File: src/sv/csdte_pkg.sv
// ----------------------------------------------------------------------------
// csdte_pkg
// Shared types and constants of the step delta trace encoder: payload structs,
// configuration register indexes, record fields and serializer phases.
// ----------------------------------------------------------------------------
package csdte_pkg;

    localparam int WORD_W     = 16;
    localparam int NUM_REGS   = 8;
    localparam int REG_IDX_W  = 3;
    localparam int CFG_IDX_W  = 8;
    localparam int CFG_DATA_W = 32;

    localparam logic [WORD_W-1:0] LONG_STEP_FLAG      = 16'h8000;
    localparam logic [WORD_W-1:0] STATUS_CHANGED_FLAG = 16'h0080;
    localparam int                LEN_SHIFT           = 8;
    localparam logic [63:0]       SHORT_STEP_LIMIT    = 64'h0000_0000_FFFF_FFFF;

    // configuration register indexes
    typedef enum logic [CFG_IDX_W-1:0] {
        CFG_WRITE_ENABLE    = 8'd0,
        CFG_COMPRESS_ENABLE = 8'd1,
        CFG_MAGIC_FULL      = 8'd2,
        CFG_MAGIC_DELTA     = 8'd3
    } cfg_index_t;

    // one executed cpu step
    typedef struct packed {
        logic [63:0] regs_low;
        logic [63:0] regs_high;
        logic [15:0] status_word;
        logic [15:0] insn_first;
        logic [15:0] insn_second;
        logic [15:0] insn_third;
        logic [1:0]  insn_len;
    } in_item_t;

    // one trace record word
    typedef struct packed {
        logic [15:0] out_word;
        logic        record_end;
    } out_item_t;

    // record captured at the input transaction, handed to the serializer
    typedef struct packed {
        logic                              is_full;
        logic                              long_step;
        logic                              stat_chg;
        logic [31:0]                       magic;
        logic [63:0]                       step;
        logic [WORD_W-1:0]                 mask;
        logic [WORD_W-1:0]                 status;
        logic [2:0][WORD_W-1:0]            insn;
        logic [1:0]                        insn_cnt;
        logic [NUM_REGS-1:0][WORD_W-1:0]   regs;
        logic [NUM_REGS-1:0]               reg_pend;
    } rec_t;

    // serializer phases
    typedef enum logic [3:0] {
        PH_IDLE,
        PH_MAGIC,
        PH_STATUS_FULL,
        PH_STEP,
        PH_PC,
        PH_MASK,
        PH_INSN,
        PH_REG,
        PH_STATUS_DELTA
    } phase_t;

endpackage

File: src/sv/csdte_lane.sv
// ----------------------------------------------------------------------------
// csdte_lane
// One compare lane: keeps the stored copy of one value and flags a change
// against the incoming value; the copy follows the input on update.
// ----------------------------------------------------------------------------
module csdte_lane
    import csdte_pkg::*;
(
    input  logic              clk,
    input  logic              rst_n,
    input  logic [WORD_W-1:0] value,
    input  logic              update,
    output logic              changed
);

    logic [WORD_W-1:0] prior_reg;
    logic [WORD_W-1:0] prior_next;

    // change detect
    assign changed = (prior_reg != value);

    // stored copy
    always_comb
    begin
        prior_next = prior_reg;
        if (update)
        begin
            prior_next = value;
        end
    end

    always_ff @(posedge clk or negedge rst_n)
    begin
        if (!rst_n)
        begin
            prior_reg <= '0;
        end
        else
        begin
            prior_reg <= prior_next;
        end
    end

endmodule

File: src/sv/csdte_merge.sv
// ----------------------------------------------------------------------------
// csdte_merge
// Merging stage: folds the lane change flags, status change, instruction
// length and long step flag into the delta mask word and pending set.
// ----------------------------------------------------------------------------
module csdte_merge
    import csdte_pkg::*;
#(
    parameter int TRACKED_REGS = 7
)
(
    input  logic [TRACKED_REGS-1:0] reg_chg,
    input  logic                    stat_chg,
    input  logic [1:0]              insn_cnt,
    input  logic                    long_step,
    output logic [WORD_W-1:0]       mask,
    output logic [NUM_REGS-1:0]     reg_pend
);

    // pending set, one bit per tracked register
    always_comb
    begin
        reg_pend = '0;
        for (int i = 0; i < TRACKED_REGS; i++)
        begin
            reg_pend[i] = reg_chg[i];
        end
    end

    // mask word
    always_comb
    begin
        mask = {{(WORD_W-NUM_REGS){1'b0}}, reg_pend};
        mask = mask | (WORD_W'(insn_cnt) << LEN_SHIFT);
        if (stat_chg)
        begin
            mask = mask | STATUS_CHANGED_FLAG;
        end
        if (long_step)
        begin
            mask = mask | LONG_STEP_FLAG;
        end
    end

endmodule

File: src/sv/csdte_emit.sv
// ----------------------------------------------------------------------------
// csdte_emit
// Record serializer: walks the captured record one word per cycle, unless out_ready
// stalls it, into an output register, picking changed registers by lowest pending bit.
// ----------------------------------------------------------------------------
module csdte_emit
    import csdte_pkg::*;
(
    input  logic      clk,
    input  logic      rst_n,
    input  logic      load,
    input  rec_t      rec,
    output logic      can_load,
    output logic      out_valid,
    input  logic      out_ready,
    output out_item_t out_data
);

    phase_t              phase_reg, phase_next, seq_phase;
    logic [2:0]          idx_reg, idx_next, seq_idx;
    logic [NUM_REGS-1:0] pend_reg, pend_next, pend_clr;
    rec_t                rec_reg;
    logic                out_valid_reg, out_valid_next;
    out_item_t           out_data_reg, out_data_next;
    logic                adv;
    logic [REG_IDX_W-1:0] pick;
    logic [REG_IDX_W-1:0] ridx;
    logic [2:0]          insn_last;
    logic [WORD_W-1:0]   cur_word;

    // advance when a word can enter the output register
    assign adv      = (phase_reg != PH_IDLE) && (!out_valid_reg || out_ready);
    assign can_load = (phase_reg == PH_IDLE) || (adv && (seq_phase == PH_IDLE));

    // lowest pending register
    always_comb
    begin
        pick = '0;
        for (int i = NUM_REGS - 1; i >= 0; i--)
        begin
            if (pend_reg[i])
            begin
                pick = REG_IDX_W'(i);
            end
        end
        pend_clr = pend_reg & ~(NUM_REGS'(1) << pick);
    end

    assign insn_last = 3'({1'b0, rec_reg.insn_cnt} - 3'd1);

    // next state
    always_comb
    begin
        seq_phase = phase_reg;
        seq_idx   = idx_reg;
        pend_next = pend_reg;
        case (phase_reg)
            PH_MAGIC:
            begin
                if (idx_reg == 3'd0)
                begin
                    if (rec_reg.is_full)
                    begin
                        seq_phase = PH_STATUS_FULL;
                    end
                    else
                    begin
                        seq_phase = PH_STEP;
                        seq_idx   = rec_reg.long_step ? 3'd3 : 3'd1;
                    end
                end
                else
                begin
                    seq_idx = idx_reg - 3'd1;
                end
            end
            PH_STATUS_FULL:
            begin
                seq_phase = PH_STEP;
                seq_idx   = 3'd3;
            end
            PH_STEP:
            begin
                if (idx_reg == 3'd0)
                begin
                    seq_phase = rec_reg.is_full ? PH_INSN : PH_PC;
                end
                else
                begin
                    seq_idx = idx_reg - 3'd1;
                end
            end
            PH_PC:
            begin
                seq_phase = PH_MASK;
            end
            PH_MASK:
            begin
                seq_phase = PH_INSN;
                seq_idx   = 3'd0;
            end
            PH_INSN:
            begin
                if (idx_reg == insn_last)
                begin
                    seq_idx = 3'd0;
                    if (rec_reg.is_full || (pend_reg != '0))
                    begin
                        seq_phase = PH_REG;
                    end
                    else if (rec_reg.stat_chg)
                    begin
                        seq_phase = PH_STATUS_DELTA;
                    end
                    else
                    begin
                        seq_phase = PH_IDLE;
                    end
                end
                else
                begin
                    seq_idx = idx_reg + 3'd1;
                end
            end
            PH_REG:
            begin
                if (rec_reg.is_full)
                begin
                    if (idx_reg == 3'(NUM_REGS - 1))
                    begin
                        seq_phase = PH_IDLE;
                    end
                    else
                    begin
                        seq_idx = idx_reg + 3'd1;
                    end
                end
                else
                begin
                    pend_next = pend_clr;
                    if (pend_clr == '0)
                    begin
                        seq_phase = rec_reg.stat_chg ? PH_STATUS_DELTA : PH_IDLE;
                    end
                end
            end
            PH_STATUS_DELTA:
            begin
                seq_phase = PH_IDLE;
            end
            default:
            begin
                seq_phase = PH_IDLE;
            end
        endcase

        phase_next = phase_reg;
        idx_next   = idx_reg;
        if (!adv)
        begin
            pend_next = pend_reg;
        end
        if (load)
        begin
            phase_next = PH_MAGIC;
            idx_next   = 3'd1;
            pend_next  = rec.reg_pend;
        end
        else if (adv)
        begin
            phase_next = seq_phase;
            idx_next   = seq_idx;
        end
    end

    // outputs: current record word
    always_comb
    begin
        ridx = rec_reg.is_full ? idx_reg : pick;
        case (phase_reg)
            PH_MAGIC:        cur_word = idx_reg[0] ? rec_reg.magic[31:16] : rec_reg.magic[15:0];
            PH_STATUS_FULL:  cur_word = rec_reg.status;
            PH_STEP:         cur_word = rec_reg.step[{idx_reg[1:0], 4'b0000} +: WORD_W];
            PH_PC:           cur_word = rec_reg.regs[NUM_REGS-1];
            PH_MASK:         cur_word = rec_reg.mask;
            PH_INSN:         cur_word = rec_reg.insn[idx_reg[1:0]];
            PH_REG:          cur_word = rec_reg.regs[ridx];
            PH_STATUS_DELTA: cur_word = rec_reg.status;
            default:         cur_word = '0;
        endcase

        out_valid_next = out_valid_reg;
        out_data_next  = out_data_reg;
        if (adv)
        begin
            out_valid_next          = 1'b1;
            out_data_next.out_word  = cur_word;
            out_data_next.record_end = (seq_phase == PH_IDLE);
        end
        else if (out_ready)
        begin
            out_valid_next = 1'b0;
        end
    end

    // control registers
    always_ff @(posedge clk or negedge rst_n)
    begin
        if (!rst_n)
        begin
            phase_reg     <= PH_IDLE;
            idx_reg       <= '0;
            pend_reg      <= '0;
            out_valid_reg <= 1'b0;
        end
        else
        begin
            phase_reg     <= phase_next;
            idx_reg       <= idx_next;
            pend_reg      <= pend_next;
            out_valid_reg <= out_valid_next;
        end
    end

    // payload registers
    always_ff @(posedge clk)
    begin
        out_data_reg <= out_data_next;
        if (load)
        begin
            rec_reg <= rec;
        end
    end

    assign out_valid = out_valid_reg;
    assign out_data  = out_data_reg;

endmodule

File: src/sv/cpu_step_delta_trace_encoder.sv
// ----------------------------------------------------------------------------
// cpu_step_delta_trace_encoder
// The input transaction loads the serializer phase register; the first record
// word then enters the output register. Output: one word per cycle unless
// out_ready stalls; full records have 15 + MAX_INSN_WORDS words, delta 7 to 19.
// Steps are taken while idle or as the last word goes out; with writes disabled a step gives no words.
// Reset: asynchronous, active low; clears counters and stored copies, loads
// register defaults; no clearing pass.
// ----------------------------------------------------------------------------
module cpu_step_delta_trace_encoder
    import csdte_pkg::*;
#(
    parameter int TRACKED_REGS   = 7,
    parameter int MAX_INSN_WORDS = 3
)
(
    input  logic                  clk,
    input  logic                  rst_n,
    input  logic                  in_valid,
    output logic                  in_ready,
    input  in_item_t              in_data,
    output logic                  out_valid,
    input  logic                  out_ready,
    output out_item_t             out_data,
    input  logic                  cfg_valid,
    output logic                  cfg_ready,
    input  logic [CFG_IDX_W-1:0]  cfg_index,
    input  logic [CFG_DATA_W-1:0] cfg_data
);

    localparam logic [1:0] INSN_CNT_MAX = 2'(MAX_INSN_WORDS);

    logic        write_enable_reg, write_enable_next;
    logic        compress_enable_reg, compress_enable_next;
    logic [31:0] magic_full_reg, magic_full_next;
    logic [31:0] magic_delta_reg, magic_delta_next;
    logic [63:0] step_count_reg, step_count_next;
    logic        first_pending_reg, first_pending_next;

    logic                            in_accept;
    logic                            rec_go;
    logic                            is_full;
    logic                            long_step;
    logic                            can_load;
    logic [1:0]                      len_clamp;
    logic [1:0]                      insn_cnt;
    logic [NUM_REGS-1:0][WORD_W-1:0] all_regs;
    logic [TRACKED_REGS-1:0]         reg_chg;
    logic                            stat_chg;
    logic [WORD_W-1:0]               mask;
    logic [NUM_REGS-1:0]             reg_pend;
    rec_t                            rec;

    // input transaction
    assign in_ready  = can_load;
    assign in_accept = in_valid && in_ready;
    assign rec_go    = in_accept && write_enable_reg;
    assign is_full   = first_pending_reg || !compress_enable_reg;
    assign long_step = (step_count_reg >= SHORT_STEP_LIMIT);

    // register file split
    always_comb
    begin
        for (int i = 0; i < NUM_REGS / 2; i++)
        begin
            all_regs[i]              = in_data.regs_low[i*WORD_W +: WORD_W];
            all_regs[i + NUM_REGS/2] = in_data.regs_high[i*WORD_W +: WORD_W];
        end
    end

    // instruction length clamp
    always_comb
    begin
        len_clamp = in_data.insn_len;
        if (len_clamp == 2'd0)
        begin
            len_clamp = 2'd1;
        end
        if (len_clamp > INSN_CNT_MAX)
        begin
            len_clamp = INSN_CNT_MAX;
        end
        insn_cnt = is_full ? INSN_CNT_MAX : len_clamp;
    end

    // compare lanes for tracked registers and status
    for (genvar g = 0; g < TRACKED_REGS; g++)
    begin : g_lane
        csdte_lane u_lane (
            .clk     (clk),
            .rst_n   (rst_n),
            .value   (all_regs[g]),
            .update  (rec_go && !is_full),
            .changed (reg_chg[g])
        );
    end

    csdte_lane u_status_lane (
        .clk     (clk),
        .rst_n   (rst_n),
        .value   (in_data.status_word),
        .update  (rec_go && !is_full),
        .changed (stat_chg)
    );

    // merge lane results
    csdte_merge #(
        .TRACKED_REGS (TRACKED_REGS)
    ) u_merge (
        .reg_chg   (reg_chg),
        .stat_chg  (stat_chg),
        .insn_cnt  (len_clamp),
        .long_step (long_step),
        .mask      (mask),
        .reg_pend  (reg_pend)
    );

    // record capture
    always_comb
    begin
        rec.is_full   = is_full;
        rec.long_step = long_step;
        rec.stat_chg  = stat_chg;
        rec.magic     = is_full ? magic_full_reg : magic_delta_reg;
        rec.step      = step_count_reg;
        rec.mask      = mask;
        rec.status    = in_data.status_word;
        rec.insn[0]   = in_data.insn_first;
        rec.insn[1]   = in_data.insn_second;
        rec.insn[2]   = in_data.insn_third;
        rec.insn_cnt  = insn_cnt;
        rec.regs      = all_regs;
        rec.reg_pend  = reg_pend;
    end

    csdte_emit u_emit (
        .clk       (clk),
        .rst_n     (rst_n),
        .load      (rec_go),
        .rec       (rec),
        .can_load  (can_load),
        .out_valid (out_valid),
        .out_ready (out_ready),
        .out_data  (out_data)
    );

    // step counter and first record flag
    always_comb
    begin
        step_count_next    = step_count_reg;
        first_pending_next = first_pending_reg;
        if (rec_go)
        begin
            step_count_next = step_count_reg + 64'd1;
            if (is_full)
            begin
                first_pending_next = 1'b0;
            end
        end
    end

    // configuration writes
    assign cfg_ready = 1'b1;

    always_comb
    begin
        write_enable_next    = write_enable_reg;
        compress_enable_next = compress_enable_reg;
        magic_full_next      = magic_full_reg;
        magic_delta_next     = magic_delta_reg;
        if (cfg_valid && cfg_ready)
        begin
            case (cfg_index)
                CFG_WRITE_ENABLE:    write_enable_next    = cfg_data[0];
                CFG_COMPRESS_ENABLE: compress_enable_next = cfg_data[0];
                CFG_MAGIC_FULL:      magic_full_next      = cfg_data;
                CFG_MAGIC_DELTA:     magic_delta_next     = cfg_data;
                default:             ;
            endcase
        end
    end

    always_ff @(posedge clk or negedge rst_n)
    begin
        if (!rst_n)
        begin
            write_enable_reg    <= 1'b1;
            compress_enable_reg <= 1'b0;
            magic_full_reg      <= '0;
            magic_delta_reg     <= '0;
            step_count_reg      <= '0;
            first_pending_reg   <= 1'b1;
        end
        else
        begin
            write_enable_reg    <= write_enable_next;
            compress_enable_reg <= compress_enable_next;
            magic_full_reg      <= magic_full_next;
            magic_delta_reg     <= magic_delta_next;
            step_count_reg      <= step_count_next;
            first_pending_reg   <= first_pending_next;
        end
    end

endmodule

File: config.mk
export PLATFORM = sky130hd
export DESIGN_NAME = cpu_step_delta_trace_encoder
export DESIGN_NICKNAME = d
export VERILOG_FILES = /design/src/sv/csdte_pkg.sv /design/src/sv/csdte_lane.sv /design/src/sv/csdte_merge.sv /design/src/sv/csdte_emit.sv /design/src/sv/cpu_step_delta_trace_encoder.sv
export SDC_FILE = /design/constraint.sdc
export NUM_CORES = 1
export LEC_CHECK = 0
export BUFFER_PORTS_ARGS = -buffer_cell sky130_fd_sc_hd__buf_2
export CORE_MARGIN = 1.5
export CORE_UTILIZATION = 28
export DETAILED_ROUTE_END_ITERATION = 8
export HOLD_SLACK_MARGIN = 0.12
export SLEW_MARGIN = 20
export SYNTH_ARGS = -nofsm -noshare
export SYNTH_HDL_FRONTEND = slang
export SYNTH_SLANG_ARGS = --single-unit
export TNS_END_PERCENT = 10
File: constraint.sdc
create_clock -name clk -period 11.8 [get_ports clk]
set_input_delay 2.36 -clock clk [delete_from_list [all_inputs] [get_ports clk]]
set_output_delay 2.36 -clock clk [all_outputs]
set_load 0.05 [all_outputs]
; ---- Yosys cells after proc, flatten, opt, wreduce, memory -nomap -nowiden
; Index checks and enable logic that the tools add are counted.
[classes]
addsub = 4
n_lt_le_gt_ge = 4
n_eq_ne = 26
n_shift = 2
muxes = 48
n_bitwise = 3
n_reduce_logical = 32
[ops]
columns = operator, count
row1 = $ne 16x16->1, 8
row2 = $pmux 16 s7, 1
row3 = $add 64x1->64 const B, 1
row4 = $ge 64x32->1 const B, 1
row5 = $shiftx 64x7->16, 1
row6 = $mux 3, 17
row7 = $bmux 16 s3, 1
row8 = $mux 16, 3
row9 = $mux 4, 10
row10 = $mux 8, 5
row11 = $bmux 16 s2, 1
row12 = $mux 32, 1
row13 = $pmux 4 s7, 1
row14 = $pmux 3 s6, 1
row15 = $eq 4x3->1 const B, 4
row16 = $eq 8x2->1 const B, 2
row17 = $logic_not 8->1, 2
row18 = $or 7x10->10, 1
row19 = $reduce_and 2->1, 5
row20 = $and 8x8->8, 1
row21 = $eq 4x2->1 const B, 2
row22 = $eq 8x1->1 const B, 1
row23 = $logic_not 4->1, 2
row24 = $mux 2, 4
row25 = 29 further kinds, 43
[totals]
reg_bits = 596
in_bits = 239
out_inout_bits = 20
elab_cells = 159

; ---- Longest topological paths before layout
[logic_depth]
depth_word = 22
ltp_mapped = 12
mapped_depth_nobuf = 11

; ---- Hierarchy
; A second synthesis with hierarchy kept.
[unflattened]
cells_unflattened = 1989
area_unflattened_um2 = 27348.7
[modules_own_cells]
columns = mod, n_inst, cells_per_inst, area_per_inst_um2, seq_area_each_um2
row1 = csdte_emit, 1, 965, 14274.9, 10189.8
row2 = csdte_lane, 8, 55, 820.8, 400.4
row3 = cpu_step_delta_trace_encoder, 1, 559, 6323.6, 3280.6
row4 = csdte_merge, 1, 25, 183.9, 0.0

; ---- Worst setup path after synthesis
; No wires, ideal clock.
[synth_path]
path_type = input-to-reg
start = in out_ready
end = reg u_emit.pend_reg[0]
setup_ns = 0.329
arrival_ns = 7.241
required_ns = 11.471
setup_slack_ns = 4.230
stages = 8
n_path_buf = 1
path_cell_list = nand2b_1 -> o311a_1 -> a41oi_2 -> inv_2 -> nand2_1 -> inv_1 -> buf_2 -> o21ai_0
[synth_between]
elab_chain_cells = 8
word_cells_on_any_way = 11
cone_classes = 1 x eq/ne / 1 x mux / 9 x reduce/logical
[synth_lines]
columns = item, line
row1 = from (decl), cpu_step_delta_trace_encoder.sv:23  ; input logic out_ready,
row2 = $logic_or 1x1->1 (*), csdte_emit.sv:32  ; assign adv = (phase_reg != PH_IDLE) && (!out_valid_reg || out_ready);
row3 = $logic_and 1x1->1 (*), csdte_emit.sv:32
row4 = $logic_and 1x1->1 (*), csdte_emit.sv:33  ; assign can_load = (phase_reg == PH_IDLE) || (adv && (seq_phase == PH_IDLE));
row5 = $logic_or 1x1->1 (*), csdte_emit.sv:33
row6 = $logic_and 1x1->1 (*), cpu_step_delta_trace_encoder.sv:56  ; assign in_accept = in_valid && in_ready;
row7 = $logic_and 1x1->1 (*), cpu_step_delta_trace_encoder.sv:57  ; assign rec_go = in_accept && write_enable_reg;
row8 = net rec_go, cpu_step_delta_trace_encoder.sv:41  ; logic rec_go;
row9 = $ne 2x2->1 (no source line) / $reduce_bool 2->1 (equally long branches), -
row10 = $reduce_and 3->1 (no source line), -
row11 = to (signal assigned), csdte_emit.sv:220  ; pend_reg <= pend_next;
row12 = to (decl), csdte_emit.sv:21  ; logic [NUM_REGS-1:0] pend_reg, pend_next, pend_clr;
; The timed path passes the listed nets; every way through them passes the cells marked *.
; A chain may end at the register's enable or synchronous reset.

; ---- Worst setup path after layout
[layout_path]
start = in out_ready
end = out in_ready
[layout_between]
elab_chain_cells = 4
[layout_lines]
columns = item, line
row1 = $logic_or 1x1->1, csdte_emit.sv:32
row2 = $logic_and 1x1->1, csdte_emit.sv:32
row3 = $logic_and 1x1->1, csdte_emit.sv:33
row4 = $logic_or 1x1->1, csdte_emit.sv:33
row5 = to (decl), cpu_step_delta_trace_encoder.sv:20  ; output logic in_ready,
; No other way between the ends.

==> out/results.txt <==
CP max-delay cell - inv_2
Hold WC Path Type - reg -> reg
Post-CTS Resized - 0
Final Setup Violations - 0
First drt pass iteration count - 8
Overall Power - 5.71 mW
Mux cell area share after synthesis - 15.3%
Remaining global-route overflow - 0
RSZ-0062 raised after global routing - false
WP data required - 9.44 ns
Die height - 308 µm
Status - complete, no violations
Area share of fa/ha/maj cells after synthesis - 0.326%
Crit path launch type - input pin
IO buf count - 257
Most frequent cells in the layout - edfxtp_1 (321), dfrtp_1 (271), buf_2 (256), xor2_1 (167), nand2_1 (161)
Largest stage delay, worst path - 0.55 ns
CP arrival - 4.44 ns
Post-Place Setup Slack - 5.04 ns
DIE WIDTH - 308 µm
Layout cells sized above 1 - 31.8%
Vias - 16033
Yosys top cell area share - 37.0%
Final instance area - 0.0310 mm²
CTS Hold Bufs - 0
I/O Pins - 259
WL/cell - 22.5 µm
Cells after Synth - 1757
Worst-path cell chain - buf_2 > nand2b_1 > o311a_1 > a41oi_2 > buf_4 > inv_2 > buf_2
Placed cells - 3194
Endpoint class of the critical path - primary output
Area contributors post-synth - edfxtp_1 (37%), dfrtp_1 (26%), mux2_4 (5.8%), xor2_1 (5.6%), mux2_2 (4.5%)
Die area - 0.0950 mm²
Initial antenna violation count - 20
Complex-gate fraction of the synthesized area - 3.63%
Final RePlAce weighted congestion - 0.837
Clk buf depth - 3
Final Hold Fails - 0
Num CTS Buffers - 67
Layout area overhead - 18.7%
Async SR Flop Fraction - 46.1%
Worst-margin pin slew - 1.09 ns
Initial DRC count - 1578
# nets final - 2266
Main combinational cell family by area after synthesis - multiplexers
Cell mode on critical path - buf_2
Pins Over Slew Limit - 0
Synth Area per Inst - 14.8 µm²
Post-synthesis net count - 2002
Max reg flops - 304
P_leak - 13.4 nW
Total GRT Usage - 15.7%
Root buffer cell - clkbuf_16
Most area-hungry cell type in the Yosys netlist - edfxtp_1
Antenna Nets Post-Route - 0
Final setup TNS - 0 ns
Ys Warns - 0
DRC Markers - 0
CP Class - in -> out
Peak supply drop - 0.0999 mV
Setup skew after layout - 0.0355 ns
Crit Path Max Fanout - 40
Vias per cell - 4.82
Setup WS post-layout - 5.00 ns
Synthesized area - 0.0261 mm²
Final worst-path cycle share - 57.7%
Row count - 111
Peak Freq - 147 MHz
Clock transition at path regs - 0.05 ns
Placeable Area - 0.0919 mm²
Register area share after synthesis - 63.4%
Maximum number of pins on one net before global-route repair - 170
Post-Synth Simple-Gate Area - 8.93%
Final min period - 6.80 ns
First-pass GRT wire length - 110000 µm
Post-synth EDFFs - 321
Commonest non-fill, non-tap cell in the layout - edfxtp_1
Most used DFF post-synth - edfxtp_1
Synth unique cells - 65
Clock Sinks - 596
Initial core utilization - 28.4%
Max_slew headroom - 27.3%
Maxcap violations - 0
H-tree depth reported by CTS - 3
CTS tree - built
HPWL after detailed placement - 53600 µm
XOR/XNOR share of the synthesized area - 6.55%
Clock Latency Late Sink - 0.62 ns
Fin cells - 3325
Synthesis-stage register bit count - 596
Total wire length - 74900 µm
Placed inst area - 0.0287 mm²
Post-CTS Setup Inserts - 0
Power Density - 184 mW/mm²
Number of global-route vias before repair - 16405
-- cells in the mapped netlist, types with 11 or more instances --
cell and number:
nor3_1 22, mux2i_1 16, mux2_4 100, xor2_1 167
nand2b_1 11, buf_2 13, nor4_1 73, inv_1 13
a22oi_1 18, dfrtp_1 273, mux4_2 48, edfxtp_1 321
nand3_1 47, a222oi_1 16, a211o_1 18, nor2b_1 24
nand4_1 39, nor2_1 40, xnor2_1 28, mux2_2 105
nand2_1 161, buf_1 11, o21ai_0 31, clkbuf_1 43
buf_6 14, a21oi_1 12
-- worst max-delay path: cells and delay by family --
family,cells,cell delay (ns)
buf+inv,4,1.37
compound gates,2,0.39
simple gates,1,0.26
-- per-stage QoR --
step | hold WS, ns | util [%]
2_1_floorplan | 0.450 | -
3_3_place_gp | 0.481 | 31.2
3_5_place_dp | 0.480 | 31.2
4_1_cts | 0.486 | 33.6
5_1_grt | 0.502 | 33.7
6_report | 0.487 | 33.7
-- metal layers --
metal,track usage (%),routed length (µm),share of wire (%)
met5,0,106,0.14
met4,5.61,2270,3.0
met3,4.39,6550,8.7
met2,24.9,34900,47
met1,20.4,31100,41
-- where the power goes --
group          internal (mW)  leakage (nW)  switching (mW)
clock network           1.22          1.08           0.860
logic                  0.442          5.44           0.805
registers               2.29          6.86          0.0915
-- final timing paths --
path | end | cells after the start | slack (ns) | from
setup / recovery | in_ready | 7 | 5.00 | out_ready
hold / removal | step_count_reg[13] | 1 | 0.49 | step_count_reg[13]
setup reg to reg | g_lane[1].u_lane.prior_reg[6] | 12 | 5.97 | u_emit.idx_reg[0]
hold reg to reg | step_count_reg[13] | 1 | 0.49 | step_count_reg[13]
max in group asynchronous | step_count_reg[63] | 3 | 8.54 | rst_n
min in group asynchronous | g_lane[6].u_lane.prior_reg[13] | 1 | 1.75 | rst_n
-- kinds of logic after synthesis --
logic type / count (synthesis)
other: 1
XOR/XNOR: 195
buffers and inverters: 98
AND/OR/NAND/NOR: 458
multiplexers: 275
adder cells (fa/ha/maj): 7
AO/OA/AOI/OAI: 127
flip-flops: 596
-- final cells by class --
cell class | count | area [µm²]
clock buffers | 92 | 1890
fillers | 8957 | 61000
multi-input cells | 1063 | 9130
flip-flops and latches | 596 | 16500
diodes | 8 | 20.0
inverters | 15 | 68.8
repair buffers | 278 | 1490
well taps | 1243 | 1560
clock inverters | 30 | 294
(Power assumes the default switching activity.)
